$ cat config.mk
export PLATFORM = sky130hd
export DESIGN_NAME = humidity_temp_frame_decoder
export DESIGN_NICKNAME = d
export VERILOG_FILES = /design/src/rtl/htfd_pkg.sv /design/src/rtl/htfd_assemble.sv /design/src/rtl/htfd_scale.sv /design/src/rtl/humidity_temp_frame_decoder.sv
export SDC_FILE = /design/constraint.sdc
export NUM_CORES = 1
export LEC_CHECK = 0
export ABC_AREA = 1
export BUFFER_PORTS_ARGS = -buffer_cell sky130_fd_sc_hd__buf_2
export CAP_MARGIN = 20
export CORE_MARGIN = 2
export CORE_UTILIZATION = 57
export DETAILED_ROUTE_END_ITERATION = 12
export HOLD_SLACK_MARGIN = 0.02
export PLACE_DENSITY = 0.8
export SLEW_MARGIN = 0
export SYNTH_ARGS = -nofsm -noshare
export SYNTH_HDL_FRONTEND = slang
export SYNTH_SLANG_ARGS = --single-unit
$ cat constraint.sdc
create_clock -name clk -period 6.9 [get_ports clk]
set_input_delay 0.345 -clock clk [delete_from_list [all_inputs] [get_ports clk]]
set_output_delay 0.345 -clock clk [all_outputs]
set_load 0.05 [all_outputs]
$ cat src/rtl/htfd_pkg.sv
// Shared constants, types and the CRC-8 step for the humidity/temperature frame decoder.
package htfd_pkg;

    localparam logic [7:0] CRC_POLY   = 8'h31;
    localparam logic [7:0] CRC_INIT   = 8'hFF;
    localparam logic [2:0] POS_STATUS = 3'd0;
    localparam logic [2:0] POS_HUM_HI = 3'd1;
    localparam logic [2:0] POS_HUM_MD = 3'd2;
    localparam logic [2:0] POS_SPLIT  = 3'd3;
    localparam logic [2:0] POS_TMP_MD = 3'd4;
    localparam logic [2:0] POS_TMP_LO = 3'd5;
    localparam logic [2:0] POS_CHECK  = 3'd6;

    localparam logic [13:0] HUM_SCALE    = 14'd10000;
    localparam logic [14:0] TMP_SCALE    = 15'd20000;
    localparam logic [15:0] TMP_OFFSET   = 16'd5000;
    localparam int          SCALE_SHIFT  = 20;

    // Completed frame handed from the assembler to the scaling stage
    typedef struct packed {
        logic [7:0]  status;
        logic        crc_ok;
        logic [19:0] hum_raw;
        logic [19:0] tmp_raw;
    } frame_t;

    // One byte through CRC-8, MSB first, no final xor
    function automatic logic [7:0] crc8_byte(input logic [7:0] crc, input logic [7:0] b);
        logic [7:0] c;
        c = crc ^ b;
        for (int i = 0; i < 8; i++) begin
            if (c[7])
                c = {c[6:0], 1'b0} ^ CRC_POLY;
            else
                c = {c[6:0], 1'b0};
        end
        return c;
    endfunction

endpackage

$ cat src/rtl/htfd_assemble.sv
// Byte position, running CRC and raw field assembly for one response frame.
module htfd_assemble
(
    input  logic                 clk,
    input  logic                 rst_n,
    input  logic                 fire,
    input  logic [7:0]           byte_in,
    input  logic                 start_in,
    output logic                 emit,
    output htfd_pkg::frame_t     frame
);

    logic [2:0]  pos_reg, pos_next;
    logic [7:0]  crc_reg, crc_next;
    logic [7:0]  status_reg, status_next;
    logic [19:0] hum_reg, hum_next;
    logic [19:0] tmp_reg, tmp_next;
    logic [2:0]  pos;

    // Effective position: resync on frame start or out-of-range count
    always_comb
    begin
        if (start_in || (pos_reg > htfd_pkg::POS_CHECK))
            pos = htfd_pkg::POS_STATUS;
        else
            pos = pos_reg;
    end

    assign emit          = (pos == htfd_pkg::POS_CHECK);
    assign frame.status  = status_reg;
    assign frame.crc_ok  = (crc_reg == byte_in);
    assign frame.hum_raw = hum_reg;
    assign frame.tmp_raw = tmp_reg;

    // Next state for the current byte
    always_comb
    begin
        pos_next    = pos + 3'd1;
        crc_next    = htfd_pkg::crc8_byte(crc_reg, byte_in);
        status_next = status_reg;
        hum_next    = hum_reg;
        tmp_next    = tmp_reg;
        case (pos)
            htfd_pkg::POS_STATUS:
            begin
                status_next = byte_in;
                crc_next    = htfd_pkg::crc8_byte(htfd_pkg::CRC_INIT, byte_in);
                hum_next    = '0;
                tmp_next    = '0;
            end
            htfd_pkg::POS_HUM_HI: hum_next = {byte_in, 12'd0};
            htfd_pkg::POS_HUM_MD: hum_next = hum_reg | {8'd0, byte_in, 4'd0};
            htfd_pkg::POS_SPLIT:
            begin
                hum_next = hum_reg | {16'd0, byte_in[7:4]};
                tmp_next = {byte_in[3:0], 16'd0};
            end
            htfd_pkg::POS_TMP_MD: tmp_next = tmp_reg | {4'd0, byte_in, 8'd0};
            htfd_pkg::POS_TMP_LO: tmp_next = tmp_reg | {12'd0, byte_in};
            htfd_pkg::POS_CHECK:
            begin
                pos_next = htfd_pkg::POS_STATUS;
                crc_next = htfd_pkg::CRC_INIT;
            end
            default:
            begin
                pos_next = htfd_pkg::POS_STATUS;
                crc_next = htfd_pkg::CRC_INIT;
            end
        endcase
    end

    // Frame state registers
    always_ff @(posedge clk or negedge rst_n)
    begin
        if (!rst_n)
        begin
            pos_reg    <= htfd_pkg::POS_STATUS;
            crc_reg    <= htfd_pkg::CRC_INIT;
            status_reg <= '0;
            hum_reg    <= '0;
            tmp_reg    <= '0;
        end
        else if (fire)
        begin
            pos_reg    <= pos_next;
            crc_reg    <= crc_next;
            status_reg <= status_next;
            hum_reg    <= hum_next;
            tmp_reg    <= tmp_next;
        end
    end

endmodule

$ cat src/rtl/htfd_scale.sv
// Scaling to hundredths and the result register with its valid/stall handshake.
module htfd_scale
(
    input  logic                 clk,
    input  logic                 rst_n,
    input  logic                 load,
    input  htfd_pkg::frame_t     frame,
    input  logic                 result_stall,
    output logic                 result_valid,
    output logic [7:0]           status_byte,
    output logic                 busy_res,
    output logic                 crc_ok,
    output logic [19:0]          humidity_word,
    output logic [19:0]          temperature_word,
    output logic [13:0]          humidity_centi,
    output logic signed [14:0]   temperature_centi
);

    logic        valid_reg, valid_next;
    logic [33:0] hum_prod;
    logic [34:0] tmp_prod;
    logic [14:0] tmp_scaled;
    logic [15:0] tmp_diff;

    // Fixed-point scaling: raw * k >> 20, temperature offset by 50.00 degC
    assign hum_prod   = {14'd0, frame.hum_raw} * {20'd0, htfd_pkg::HUM_SCALE};
    assign tmp_prod   = {15'd0, frame.tmp_raw} * {20'd0, htfd_pkg::TMP_SCALE};
    assign tmp_scaled = tmp_prod[34:htfd_pkg::SCALE_SHIFT];
    assign tmp_diff   = {1'b0, tmp_scaled} - htfd_pkg::TMP_OFFSET;

    // Result valid: set on load, cleared once taken
    always_comb
    begin
        if (load)
            valid_next = 1'b1;
        else if (!result_stall)
            valid_next = 1'b0;
        else
            valid_next = valid_reg;
    end

    always_ff @(posedge clk or negedge rst_n)
    begin
        if (!rst_n)
            valid_reg <= 1'b0;
        else
            valid_reg <= valid_next;
    end

    // Result payload
    always_ff @(posedge clk)
    begin
        if (load)
        begin
            status_byte       <= frame.status;
            busy_res          <= frame.status[7];
            crc_ok            <= frame.crc_ok;
            humidity_word     <= frame.hum_raw;
            temperature_word  <= frame.tmp_raw;
            humidity_centi    <= hum_prod[33:htfd_pkg::SCALE_SHIFT];
            temperature_centi <= signed'(tmp_diff[14:0]);
        end
    end

    assign result_valid = valid_reg;

endmodule

$ cat src/rtl/humidity_temp_frame_decoder.sv
// Top level of the humidity/temperature sensor response frame decoder.
// Takes one frame byte per clock on the byte channel and returns one decoded result
// per seven-byte frame on the result channel. A byte is registered on acceptance,
// decoded from the input register, and a result is valid once its check byte has
// been loaded into the result register. Throughput is one byte per cycle; the byte
// channel stalls only while a check byte sits in the input register behind a result
// that has not been taken, so the result register sets the stall. frame_start
// forces the byte to be the status byte and discards any partial frame.
module humidity_temp_frame_decoder
(
    input  logic                 clk,
    input  logic                 rst_n,
    input  logic                 byte_valid,
    output logic                 byte_stall,
    input  logic [7:0]           byte_value,
    input  logic                 frame_start,
    output logic                 result_valid,
    input  logic                 result_stall,
    output logic [7:0]           status_byte,
    output logic                 busy_res,
    output logic                 crc_ok,
    output logic [19:0]          humidity_word,
    output logic [19:0]          temperature_word,
    output logic [13:0]          humidity_centi,
    output logic signed [14:0]   temperature_centi
);

    logic             in_valid_reg, in_valid_next;
    logic [7:0]       in_byte_reg;
    logic             in_start_reg;
    logic             emit;
    logic             blocked;
    logic             fire;
    htfd_pkg::frame_t frame;

    // A check byte waits while the result register is full and stalled
    assign blocked    = emit && result_valid && result_stall;
    assign fire       = in_valid_reg && !blocked;
    assign byte_stall = in_valid_reg && blocked;

    // Input register
    assign in_valid_next = byte_stall ? in_valid_reg : byte_valid;

    always_ff @(posedge clk or negedge rst_n)
    begin
        if (!rst_n)
            in_valid_reg <= 1'b0;
        else
            in_valid_reg <= in_valid_next;
    end

    always_ff @(posedge clk)
    begin
        if (byte_valid && !byte_stall)
        begin
            in_byte_reg  <= byte_value;
            in_start_reg <= frame_start;
        end
    end

    htfd_assemble u_assemble
    (
        .clk      (clk),
        .rst_n    (rst_n),
        .fire     (fire),
        .byte_in  (in_byte_reg),
        .start_in (in_start_reg),
        .emit     (emit),
        .frame    (frame)
    );

    htfd_scale u_scale
    (
        .clk               (clk),
        .rst_n             (rst_n),
        .load              (fire && emit),
        .frame             (frame),
        .result_stall      (result_stall),
        .result_valid      (result_valid),
        .status_byte       (status_byte),
        .busy_res          (busy_res),
        .crc_ok            (crc_ok),
        .humidity_word     (humidity_word),
        .temperature_word  (temperature_word),
        .humidity_centi    (humidity_centi),
        .temperature_centi (temperature_centi)
    );

endmodule

== Word-level counts from Yosys, hierarchy flattened ==
Cells that the tools add are included.
Cells by class
  $add $sub $neg: 2
  multiply operators: 2
  magnitude comparators: 1
  eq/ne operators: 8
  mux-type cells: 30
  bitwise gates (word level): 22
  reductions and logical operators: 17
Operators with widths (count)
  $pmux W20 S4: 2
  $mux W6: 16
  $mul A20 B10 Y30 const B: 2
  $mux W8: 7
  $not A3 Y3: 16
  $or A20 B12 Y20: 1
  $or A20 B16 Y20: 1
  $or A20 B4 Y20: 1
  $or A20 B8 Y20: 1
  $pmux W8 S2: 1
  $sub A15 B13 Y15 const B: 1
  $eq A3 B3 Y1 const B: 3
  $eq A8 B8 Y1: 1
  $not A8 Y8: 1
  $reduce_bool A4 Y1: 2
  $xor A8 B8 Y8: 1
  $eq A3 B2 Y1 const B: 2
  $logic_and A1 B1 Y1: 6
  $mux W3: 2
  $reduce_and A2 Y1: 3
  $reduce_or A6 Y1: 1
  $reduce_or A5 Y1: 1
  $add A3 B1 Y3 const B: 1
  $eq A3 B1 Y1 const B: 1
  6 further kinds: 8
Storage, ports and cells
  bits in registers: 149
  bits of input ports: 13
  output and inout port bits: 81
  logic and storage cells: 98

== Depth between registers and ports, before layout ==
Gate-level depths: netlist of run 1.
  depth after elaboration: 26
  mapped depth: 30
  mapped depth without buffers: 30

== Modules after synthesis ==
Synthesis of run 1 repeated with hierarchy kept, for this count alone.
Unflattened totals
  cell total of the unflattened synthesis: 1453
  area total of the unflattened synthesis: 12829.8 um^2
Modules (own cells, without submodules)
  htfd_scale: instances 1, cells each 1025, area each 9320.2 um^2, seq. area each 2367.3 um^2
  htfd_assemble: instances 1, cells each 408, area each 3166.8 um^2, seq. area each 1486.4 um^2
  humidity_temp_frame_decoder: instances 1, cells each 20, area each 342.8 um^2, seq. area each 295.3 um^2

== Worst setup path after synthesis of run 1 ==
Ideal clock, no wire load.
  kind: flip-flop to flip-flop
  start: register u_assemble.pos_reg[2]
  end: register u_scale.busy_res, enable pin
  data arrival time: 4.744 ns
  data required time: 6.385 ns
  path slack: 1.642 ns
  stages on the path, launching flop included: 14
  period minus slack after synthesis: 5.258 ns
  path through: dfrtp_1 -> nand3_1 -> nand2_1 -> inv_2 -> nand2_1 -> ha_1 -> inv_1 -> nor2_1 -> inv_2 -> nor2_1 -> nor2_4 -> inv_2 -> buf_2 -> nor2_1
Between the ends
  word-level cells in the longest chain between the ends: 9
Ends and longest elaborated chain
  from (decl): RTL line htfd_assemble.sv:13  | logic [2:0] pos_reg, pos_next;
  from (signal assigned): RTL line htfd_assemble.sv:78  | pos_reg <= htfd_pkg::POS_STATUS;
  from (signal assigned): RTL line htfd_assemble.sv:86  | pos_reg <= pos_next;
  $gt A3 B3 Y1: RTL line htfd_assemble.sv:23  | if (start_in || (pos_reg > htfd_pkg::POS_CHECK))
  $logic_or A1 B1 Y1: RTL line htfd_assemble.sv:23
  $mux W3 *: RTL line htfd_assemble.sv:23
  $eq A3 B3 Y1 *: RTL line htfd_assemble.sv:29  | assign emit = (pos == htfd_pkg::POS_CHECK);
  $logic_and A1 B1 Y1 (2 in series): RTL line humidity_temp_frame_decoder.sv:37  | assign blocked = emit && result_valid && result_stall;
  $logic_not A1 Y1: RTL line humidity_temp_frame_decoder.sv:38  | assign fire = in_valid_reg && !blocked;
  $logic_and A1 B1 Y1: RTL line humidity_temp_frame_decoder.sv:38
  $logic_and A1 B1 Y1 *: RTL line humidity_temp_frame_decoder.sv:76  | .load (fire && emit),
  net u_scale.load: RTL line htfd_scale.sv:6  | input logic load,
  to (signal assigned): RTL line htfd_scale.sv:56  | busy_res <= frame.status[7];
  to (decl): RTL line htfd_scale.sv:11  | output logic busy_res,
The timed path passes the listed nets; every way through them passes the cells marked *.
A chain may end at the register's enable or synchronous reset.

== Worst setup path after layout of run 1 ==
  start: register u_assemble.tmp_reg[10]
  end: register u_scale.temperature_centi[13] (data pin)
Between the ends
  word-level cells in the longest chain between the ends: 2
Ends and longest elaborated chain
  from (decl): RTL line htfd_assemble.sv:17  | logic [19:0] tmp_reg, tmp_next;
  from (signal assigned): RTL line htfd_assemble.sv:90  | tmp_reg <= tmp_next;
  $mul A20 B10 Y30: RTL line htfd_scale.sv:27  | assign tmp_prod = {15'd0, frame.tmp_raw} * {20'd0, htfd_pkg::TMP_SCALE};
  $sub A15 B13 Y15: RTL line htfd_scale.sv:29  | assign tmp_diff = {1'b0, tmp_scaled} - htfd_pkg::TMP_OFFSET;
  net u_scale.tmp_diff[13]: RTL line htfd_scale.sv:23  | logic [15:0] tmp_diff;
  to (signal assigned): RTL line htfd_scale.sv:61  | temperature_centi <= signed'(tmp_diff[14:0]);
  to (decl): RTL line htfd_scale.sv:16  | output logic signed [14:0] temperature_centi
The timed path passes the listed nets, and every way through them passes these cells.

==> metrics, run 1 <==
Max Cap Violations 0; core footprint 21800 µm²; number of fill cells 1742; most frequent cells in the layout inv_1, nand2_1, ha_1; cell row count 54; Area growth, synth to finish 10.7%; Critical Path Sink u_scale.temperature_centi[13]$_DFFE_PP_; R2R setup slack 1.76 ns; placer congestion estimate 0.893; WP buf/inv 5; Avg Inst Size Synth 8.99 µm²; latest clock arrival within the worst-skew pair 0.43 ns; status completed; cell count after synthesis 1412; final HPWL from detailed placement 21.5 mm; Worst path max stage delay 0.54 ns; TNS Setup 0 ns; slowest cell on the critical path fa_1; largest net degree at the start of global routing 62; CP required 7.09 ns; antenna violations before repair 0; worst min path class in -> async; Seq cells post-synth 148; final hold violation count 0; via/cell ratio 5.22; CP max FO 4; CTS Buffer Depth 2; Starting Density 58.2%; Setup CP Type reg -> reg; hold buffers post-CTS 0; Inserted Clock Buffers 17; Starting DRT DRC Count 569; Achievable Freq 0.195 GHz; count of cell types in the netlist 46; Final Critical Period 5.14 ns; family with the most delay on the worst path adder cells; cts repair resizes 0; CTS tree yes; Setup crit start u_assemble.tmp_reg[10]$_DFFE_PN0P_; Die X 153 µm; worst reg2reg endpoint u_scale.temperature_centi[13]$_DFFE_PP_; leading cell type in the layout, fill and taps excluded inv_1; port buffer count 93; die area 23500 µm²; fin crit share 74.5%; Syn Nets 1684; RSZ-0062 raised after global routing false; Slew Limit Fails 0; total gr overflow 0; Num Clock Sinks 148; Nets 1785; Setup crit end kind flop; FFs w/ async S/R, synth 41.2%; GRT Total Usage 24.6%; CTS root buffer clkbuf_16; diode count 0; CP arrival 5.33 ns; DR pass1 iterations 5; skew final 0.00975 ns; Slew headroom 44.8%; cell chain of the critical path inv_1 > fa_1 > inv_1 > ha_1 > fa_1 > ha_1 > inv_1 > fa_1 > inv_1 > ha_1 > nand2_2 > inv_2 > a21oi_2 > nand2_1 > a21oi_2 > xor2_1 > ha_1 > nand3_1 > nand2_1 > nand2_1 > nand3_1 > nand2_1; routed vias 9424; clock slew at the register clock pins of the worst setup and hold paths 0.07 ns; layout cell share with drive strength beyond 1 12.1%; Stages on worst setup path 22; routed wire length 27.3 mm; wire per inst 15.1 µm; io pins 94; drt drc 0; vias in the first global route 9472; Ys Warns 0; global-route wire length before repair 46.2 mm; worst reg-to-reg path cell count 22; # H-tree levels 4; final setup vio count 0; Startpoint Class flop; Synth Flop Type edfxtp_1; Post-synth EDFFs 87; Reg-to-Reg Start u_assemble.tmp_reg[10]$_DFFE_PN0P_; Die Span Y 153 µm; post-route ant nets 0; worst-margin pin slew 0.825 ns; sequential share of the synthesized area 32.7%; setup repair bufs after CTS 0; synthesized area 12700 µm²
## synth_stat cells (2+ instances only)
cell type / instances / area (µm²)
o211ai_1: 2 / 15.0
nand2_1: 287 / 1080
a31oi_1: 4 / 25.0
nor3_2: 3 / 30.0
and2_1: 2 / 12.5
nor2_2: 7 / 43.8
clkbuf_1: 2 / 7.51
nand3_1: 39 / 195
fa_1: 92 / 1840
inv_1: 335 / 1260
nor3_1: 7 / 35.0
nor2_1: 64 / 240
a21oi_2: 3 / 26.3
buf_4: 4 / 30.0
o21ai_0: 31 / 155
xor2_1: 25 / 219
nand2_2: 11 / 68.8
xnor2_1: 28 / 245
a211oi_1: 2 / 15.0
nor3_4: 2 / 32.5
a21o_1: 2 / 15.0
o22ai_1: 12 / 75.1
a21oi_1: 70 / 350
dfrtp_1: 53 / 1330
ha_1: 167 / 2090
dfstp_2: 8 / 210
or2_2: 2 / 12.5
inv_2: 11 / 41.3
nand4_1: 13 / 81.3
edfxtp_1: 87 / 2610
xor2_2: 2 / 32.5
nor4_1: 2 / 12.5
o21ai_1: 9 / 45.0
buf_2: 7 / 35.0
nand3b_1: 5 / 37.5
xor2_4: 2 / 55.1
## final cells by class
type                    count  area (µm²)  area share [%]
flip-flops and latches    148        4150            29.5
inverters                 346        1300            9.24
clock inverters            13         131           0.934
repair buffers             96         488            3.47
multi-input cells         904        7180            51.1
clock buffers              19         464            3.30
well taps                 280         350            2.49
## worst register-to-register path, cell delays in order, from the launching register on
cell,delay [ns]
dfrtp_1,0.49
inv_1,0.21
fa_1,0.54
inv_1,0.05
ha_1,0.29
fa_1,0.44
ha_1,0.28
inv_1,0.05
fa_1,0.50
inv_1,0.05
ha_1,0.38
nand2_2,0.15
inv_2,0.04
a21oi_2,0.15
nand2_1,0.10
a21oi_2,0.12
xor2_1,0.32
ha_1,0.25
nand3_1,0.15
nand2_1,0.13
nand2_1,0.09
nand3_1,0.08
nand2_1,0.05
## metal layers
layer / track usage, % / wire [µm]
met1: 34.5 / 12500
met2: 39.8 / 12700
met3: 3.37 / 1520
met4: 7.98 / 570
met5: 0 / 0
## how the worst min path moves through the flow
stage	from	end	cells after the start
after CTS	byte_value[4]	in_byte_reg[4]$_DFFE_PP_	1
after floorplan	rst_n	in_valid_reg$_DFFE_PN0N_	0
after detailed placement	u_assemble.status_reg[4]$_DFFE_PN0P_	u_scale.status_byte[4]$_DFFE_PP_	0
final	rst_n	u_assemble.tmp_reg[2]$_DFFE_PN0P_	2
after global routing	byte_value[4]	in_byte_reg[4]$_DFFE_PP_	1
after global placement	u_assemble.status_reg[5]$_DFFE_PN0P_	u_scale.status_byte[5]$_DFFE_PP_	0
## cells by family (layout without fill, tap and decap cells)
group | count (synthesis) | in the layout | synth area share [%]
fa+ha+maj | 259 | 259 | 31.0
buf+inv | 360 | 474 | 10.9
compound gates | 139 | 139 | 5.95
flops | 148 | 148 | 32.7
xor+xnor | 58 | 58 | 4.47
simple gates | 448 | 448 | 15.1
## through the flow
| stage | setup slack [ns] | hold slack [ns] | instances | cell area (µm²) | util (%) |
|---|---|---|---|---|---|
| floorplan | 1.64 | 0.0494 | 1412 | 12700 | - |
| global placement | 1.83 | 0.439 | 1774 | 13500 | 61.7 |
| detailed placement | 1.80 | 0.433 | 1774 | 13500 | 61.7 |
| CTS | 1.79 | 0.0746 | 1806 | 14100 | 64.4 |
| global route | 1.49 | 0.0687 | 1806 | 14100 | 64.4 |
| finish | 1.76 | 0.0655 | 1806 | 14100 | 64.4 |
Power of run 1 is not shown: default switching activity piles up to over one toggle a cycle in this logic, so the estimate is an artifact.
==> run 2, diff against run 1 <==
==> constraint.sdc (replaced) <==
create_clock -name clk -period 4.8 [get_ports clk]
set_input_delay 0.24 -clock clk [delete_from_list [all_inputs] [get_ports clk]]
set_output_delay 0.24 -clock clk [all_outputs]
set_load 0.05 [all_outputs]
==> metrics, run 2 (same netlist as run 1, synthesis figures left out) <==
worst min path class in -> reg; cell chain of the critical path buf_4 > fa_1 > ha_4 > fa_1 > ha_1 > inv_1 > fa_1 > inv_1 > ha_4 > nand2_4 > inv_1 > nand2_2 > inv_1 > nand2_1 > nand2_1 > inv_1 > nand2_2 > xnor2_2 > ha_2 > nand3_2 > buf_4 > nand3_1 > xor2_1; CTS Buffer Depth 2; Startpoint Class flop; family with the most delay on the worst path adder cells; Inserted Clock Buffers 17; via/cell ratio 5.27; Max Cap Violations 0; vias in the first global route 9608; Die Span Y 153 µm; io pins 94; Starting Density 58.2%; final worst setup slack 0.104 ns; TNS Setup 0 ns; placed cell areas 13600 µm²; post-route ant nets 0; drt drc 0; final hold violation count 0; CP max FO 4; worst-margin pin slew 0.947 ns; slowest cell on the critical path fa_1; RSZ-0062 raised after global routing true; CTS root buffer clkbuf_16; leading cell type in the layout, fill and taps excluded inv_1; port buffer count 93; most frequent cells in the layout inv_1, nand2_1, ha_1; die area 23500 µm²; final setup vio count 0; routed vias 9711; Starting DRT DRC Count 576; dpl ws -0.128 ns; placer congestion estimate 0.897; fin crit share 97.8%; status completed; latest clock arrival within the worst-skew pair 0.44 ns; Achievable Freq 0.213 GHz; wire per inst 15.6 µm; CP arrival 4.89 ns; Final Critical Period 4.70 ns; CP dominant cell by count inv_1; largest net degree at the start of global routing 62; Slew Limit Fails 0; CTS tree yes; Worst path max stage delay 0.60 ns; Worst Hold Depth 3; Area growth, synth to finish 16.1%; total gr overflow 0; # H-tree levels 4; clock slew at the register clock pins of the worst setup and hold paths 0.07 ns; design area 14800 µm²; skew final 0.00844 ns; GRT Total Usage 24.6%; final HPWL from detailed placement 21.6 mm; WP buf/inv 7; Stages on worst setup path 23; diode count 0; antenna violations before repair 0; Slew headroom 36.7%; CP required 4.99 ns; worst reg-to-reg path cell count 23; cell row count 54; DR pass1 iterations 6; routed wire length 28.9 mm; Die X 153 µm; core footprint 21800 µm²; Setup CP Type reg -> reg; Num Clock Sinks 148; layout cell share with drive strength beyond 1 17.9%; Nets 1823; global-route wire length before repair 46.2 mm; Setup crit end kind flop
[run 2: changes by cell type in the layout (fill, tap and decap cells not counted), sizes merged]
cell	previous run	this run
buf	96	123
dlygate4sd3	0	11
clkinv	5	1
clkinvlp	0	2
clkbuf	19	20
inv	354	355
[run 2: worst register-to-register path, cell delays in order, from the launching register on]
cell	delay (ns)
dfrtp_1	0.41
buf_4	0.17
fa_1	0.60
ha_4	0.22
fa_1	0.49
ha_1	0.30
inv_1	0.05
fa_1	0.50
inv_1	0.07
ha_4	0.28
nand2_4	0.08
inv_1	0.07
nand2_2	0.11
inv_1	0.06
nand2_1	0.06
nand2_1	0.06
inv_1	0.07
nand2_2	0.06
xnor2_2	0.20
ha_2	0.22
nand3_2	0.10
buf_4	0.15
nand3_1	0.07
xor2_1	0.06
[run 2: what timing repair did]
item,in CTS,in global routing
hold buffers,11,0
endpoints found under the setup margin,7,9
buffers inserted,1,5
hold endpoints to repair,63,0
gates resized for setup,5,76
pin swaps,0,22
[run 2: worst paths after layout]
check                                                startpoint                                     end  slack (ns)
max reg2reg                  u_assemble.tmp_reg[11]$_DFFE_PN0P_  u_scale.temperature_centi[9]$_DFFE_PP_        0.10
min                                                result_stall        u_scale.result_valid$_DFFE_PN0P_        0.04
min in group asynchronous                                 rst_n    u_assemble.status_reg[5]$_DFFE_PN0P_        0.50
min reg2reg                u_assemble.status_reg[6]$_DFFE_PN0P_        u_scale.status_byte[6]$_DFFE_PP_        0.47
max in group asynchronous                                 rst_n      u_assemble.tmp_reg[16]$_DFFE_PN0P_        3.73
max                          u_assemble.tmp_reg[11]$_DFFE_PN0P_  u_scale.temperature_centi[9]$_DFFE_PP_        0.10
[run 2: per-stage QoR]
step | cells | util [%] | hold slack, ns
after global routing | 1844 | 67.6 | 0.0630
final | 1844 | 67.6 | 0.0427
after floorplan | 1412 | - | -0.0556
after detailed placement | 1795 | 62.5 | 0.418
after CTS | 1839 | 65.9 | 0.0403
after global placement | 1795 | 62.5 | 0.418
[run 2: metal layers]
metal / track usage (%) / vias up / routed length, µm
met3: 3.57 / 55 / 1430
met1: 33.5 / 4647 / 12600
li1: - / 4697 / -
met4: 8.73 / 0 / 640
met2: 40.4 / 312 / 14200
met5: 0 / - / 0
[run 2: area by class of cell]
type / count / area [µm²]
sequential: 148 / 4150
multi-input combinational: 904 / 7510
clock inverter: 12 / 118
inverter: 346 / 1300
fill: 1677 / 7070
timing repair buffer: 134 / 813
tap: 280 / 350
clock buffer: 20 / 500
Power of run 2 is left out for the same reason.
==> run 3, diff against run 2 <==
--- a/config.mk
+++ b/config.mk
@@ -6,12 +6,13 @@
 export NUM_CORES = 1
 export LEC_CHECK = 0
 export ABC_AREA = 1
-export BUFFER_PORTS_ARGS = -buffer_cell sky130_fd_sc_hd__buf_2
+export BUFFER_PORTS_ARGS = -buffer_cell sky130_fd_sc_hd__clkbuf_2
 export CAP_MARGIN = 20
 export CORE_MARGIN = 2
 export CORE_UTILIZATION = 57
 export DETAILED_ROUTE_END_ITERATION = 12
 export HOLD_SLACK_MARGIN = 0.02
+export MAX_ROUTING_LAYER = met4
 export PLACE_DENSITY = 0.8
 export SLEW_MARGIN = 0
 export SYNTH_ARGS = -nofsm -noshare
==> metrics, run 3 (same netlist as run 1, synthesis figures left out) <==
Placed Cells 1796; Die X 153 µm; global-route wire length before repair 46.4 mm; CP arrival 4.83 ns; placer congestion estimate 0.901; number of fill cells 1603; worst hold margin 0.0527 ns; final setup vio count 0; leading cell type in the layout, fill and taps excluded inv_1; Setup CP Type reg -> reg; vias in the first global route 9493; routed wire length 28.4 mm; final HPWL from detailed placement 21.7 mm; CP dominant cell by count nand2_1; total gr overflow 0; CTS tree yes; most frequent cells in the layout inv_1, nand2_1, ha_1; status completed; skew final 0.00929 ns; Starting Density 58.2%; # H-tree levels 4; Final Critical Period 4.63 ns; Area growth, synth to finish 17.1%; cell row count 54; Slew headroom 35.0%; CP max FO 3; worst-margin pin slew 0.971 ns; drt drc 0; core footprint 21800 µm²; Num Clock Sinks 148; fin crit share 96.4%; Startpoint Class flop; diode count 0; final worst setup slack 0.171 ns; post-route ant nets 0; Final Instance Count excl. Fillers 1855; Max Cap Violations 0; CTS root buffer clkbuf_16; slowest cell on the critical path fa_1; routed vias 9705; Nets 1834; worst min path class in -> reg; largest net degree at the start of global routing 62; layout cell share with drive strength beyond 1 19.1%; Setup crit end kind flop; Achievable Freq 0.216 GHz; Starting DRT DRC Count 512; Worst path max stage delay 0.50 ns; placed cell areas 13600 µm²; design area 14900 µm²; CP required 5.00 ns; Inserted Clock Buffers 17; dpl ws -0.0859 ns; final hold violation count 0; io pins 94; port buffer count 93; GRT Total Usage 25.4%; wire per inst 15.3 µm; antenna violations before repair 0; clock slew at the register clock pins of the worst setup and hold paths 0.07 ns; RSZ-0062 raised after global routing true; Die Span Y 153 µm; Slew Limit Fails 0; latest clock arrival within the worst-skew pair 0.44 ns; via/cell ratio 5.23; DR pass1 iterations 5; CTS Buffer Depth 2; die area 23500 µm²
==> run 3: cell types whose count changed in the layout (fill, tap and decap cells not counted), moves of 4 or more <==
cell,before,now
nor2_1,56,52
nor2_4,3,7
buf_2,93,0
clkbuf_2,0,93
buf_4,29,40
==> run 3: final timing paths <==
kind	to	slack [ns]	cells after the start	start
setup reg to reg	u_scale.temperature_centi[12]$_DFFE_PP_	0.17	25	u_assemble.tmp_reg[4]$_DFFE_PN0P_
hold reg to reg	u_scale.status_byte[5]$_DFFE_PP_	0.46	0	u_assemble.status_reg[5]$_DFFE_PN0P_
hold / removal	u_scale.result_valid$_DFFE_PN0P_	0.05	3	result_stall
setup / recovery	u_scale.temperature_centi[12]$_DFFE_PP_	0.17	25	u_assemble.tmp_reg[4]$_DFFE_PN0P_
min in group asynchronous	u_assemble.tmp_reg[2]$_DFFE_PN0P_	0.48	3	rst_n
max in group asynchronous	u_assemble.tmp_reg[16]$_DFFE_PN0P_	3.73	3	rst_n
==> run 3: metal layers <==
layer | vias up | GRT usage, % | wire length, µm
li1 | 4725 | - | -
met1 | 4659 | 33.4 | 12700
met2 | 274 | 41.2 | 13700
met3 | 47 | 4.71 | 1540
met4 | 0 | 6.00 | 498
met5 | - | - | 0
==> run 3: repair_timing <==
| action | in CTS | in global routing |
|---|---|---|
| gates cloned | 0 | 0 |
| endpoints found under the setup margin | 8 | 10 |
| resized for setup | 8 | 92 |
| buffers inserted | 3 | 13 |
| pin swaps | 0 | 23 |
| hold buffers | 11 | 0 |
| endpoints found under the hold margin | 63 | 0 |
==> run 3: stage by stage <==
step	TNS, ns	utilization (%)
after detailed placement	-0.404	62.5
after CTS	0	66.0
after floorplan	0	-
after global routing	-0.157	68.2
final	0	68.2
after global placement	-0.0564	62.5
==> run 3: layout make-up <==
type                            count  area (µm²)  share of cell area (%)
Tap cell                          280         350                    2.35
Timing Repair Buffer              145         896                    6.02
Sequential cell                   148        4160                    27.9
Multi-Input combinational cell    904        7590                    51.0
Inverter                          346        1300                    8.73
Clock inverter                     13         138                   0.925
Clock buffer                       19         453                    3.04
==> run 3: critical path, delay by kind of cell (launching register included) <==
| family | cells | cell delay (ns) |
|---|---|---|
| DFF | 1 | 0.36 |
| xor gates and xnor gates | 1 | 0.20 |
| buffers and inverters | 7 | 0.59 |
| and+or+nand+nor | 9 | 0.79 |
| adders and majority gates | 6 | 2.08 |
| AOI/OAI and AO/OA | 2 | 0.37 |
Power of run 3 is left out for the same reason.
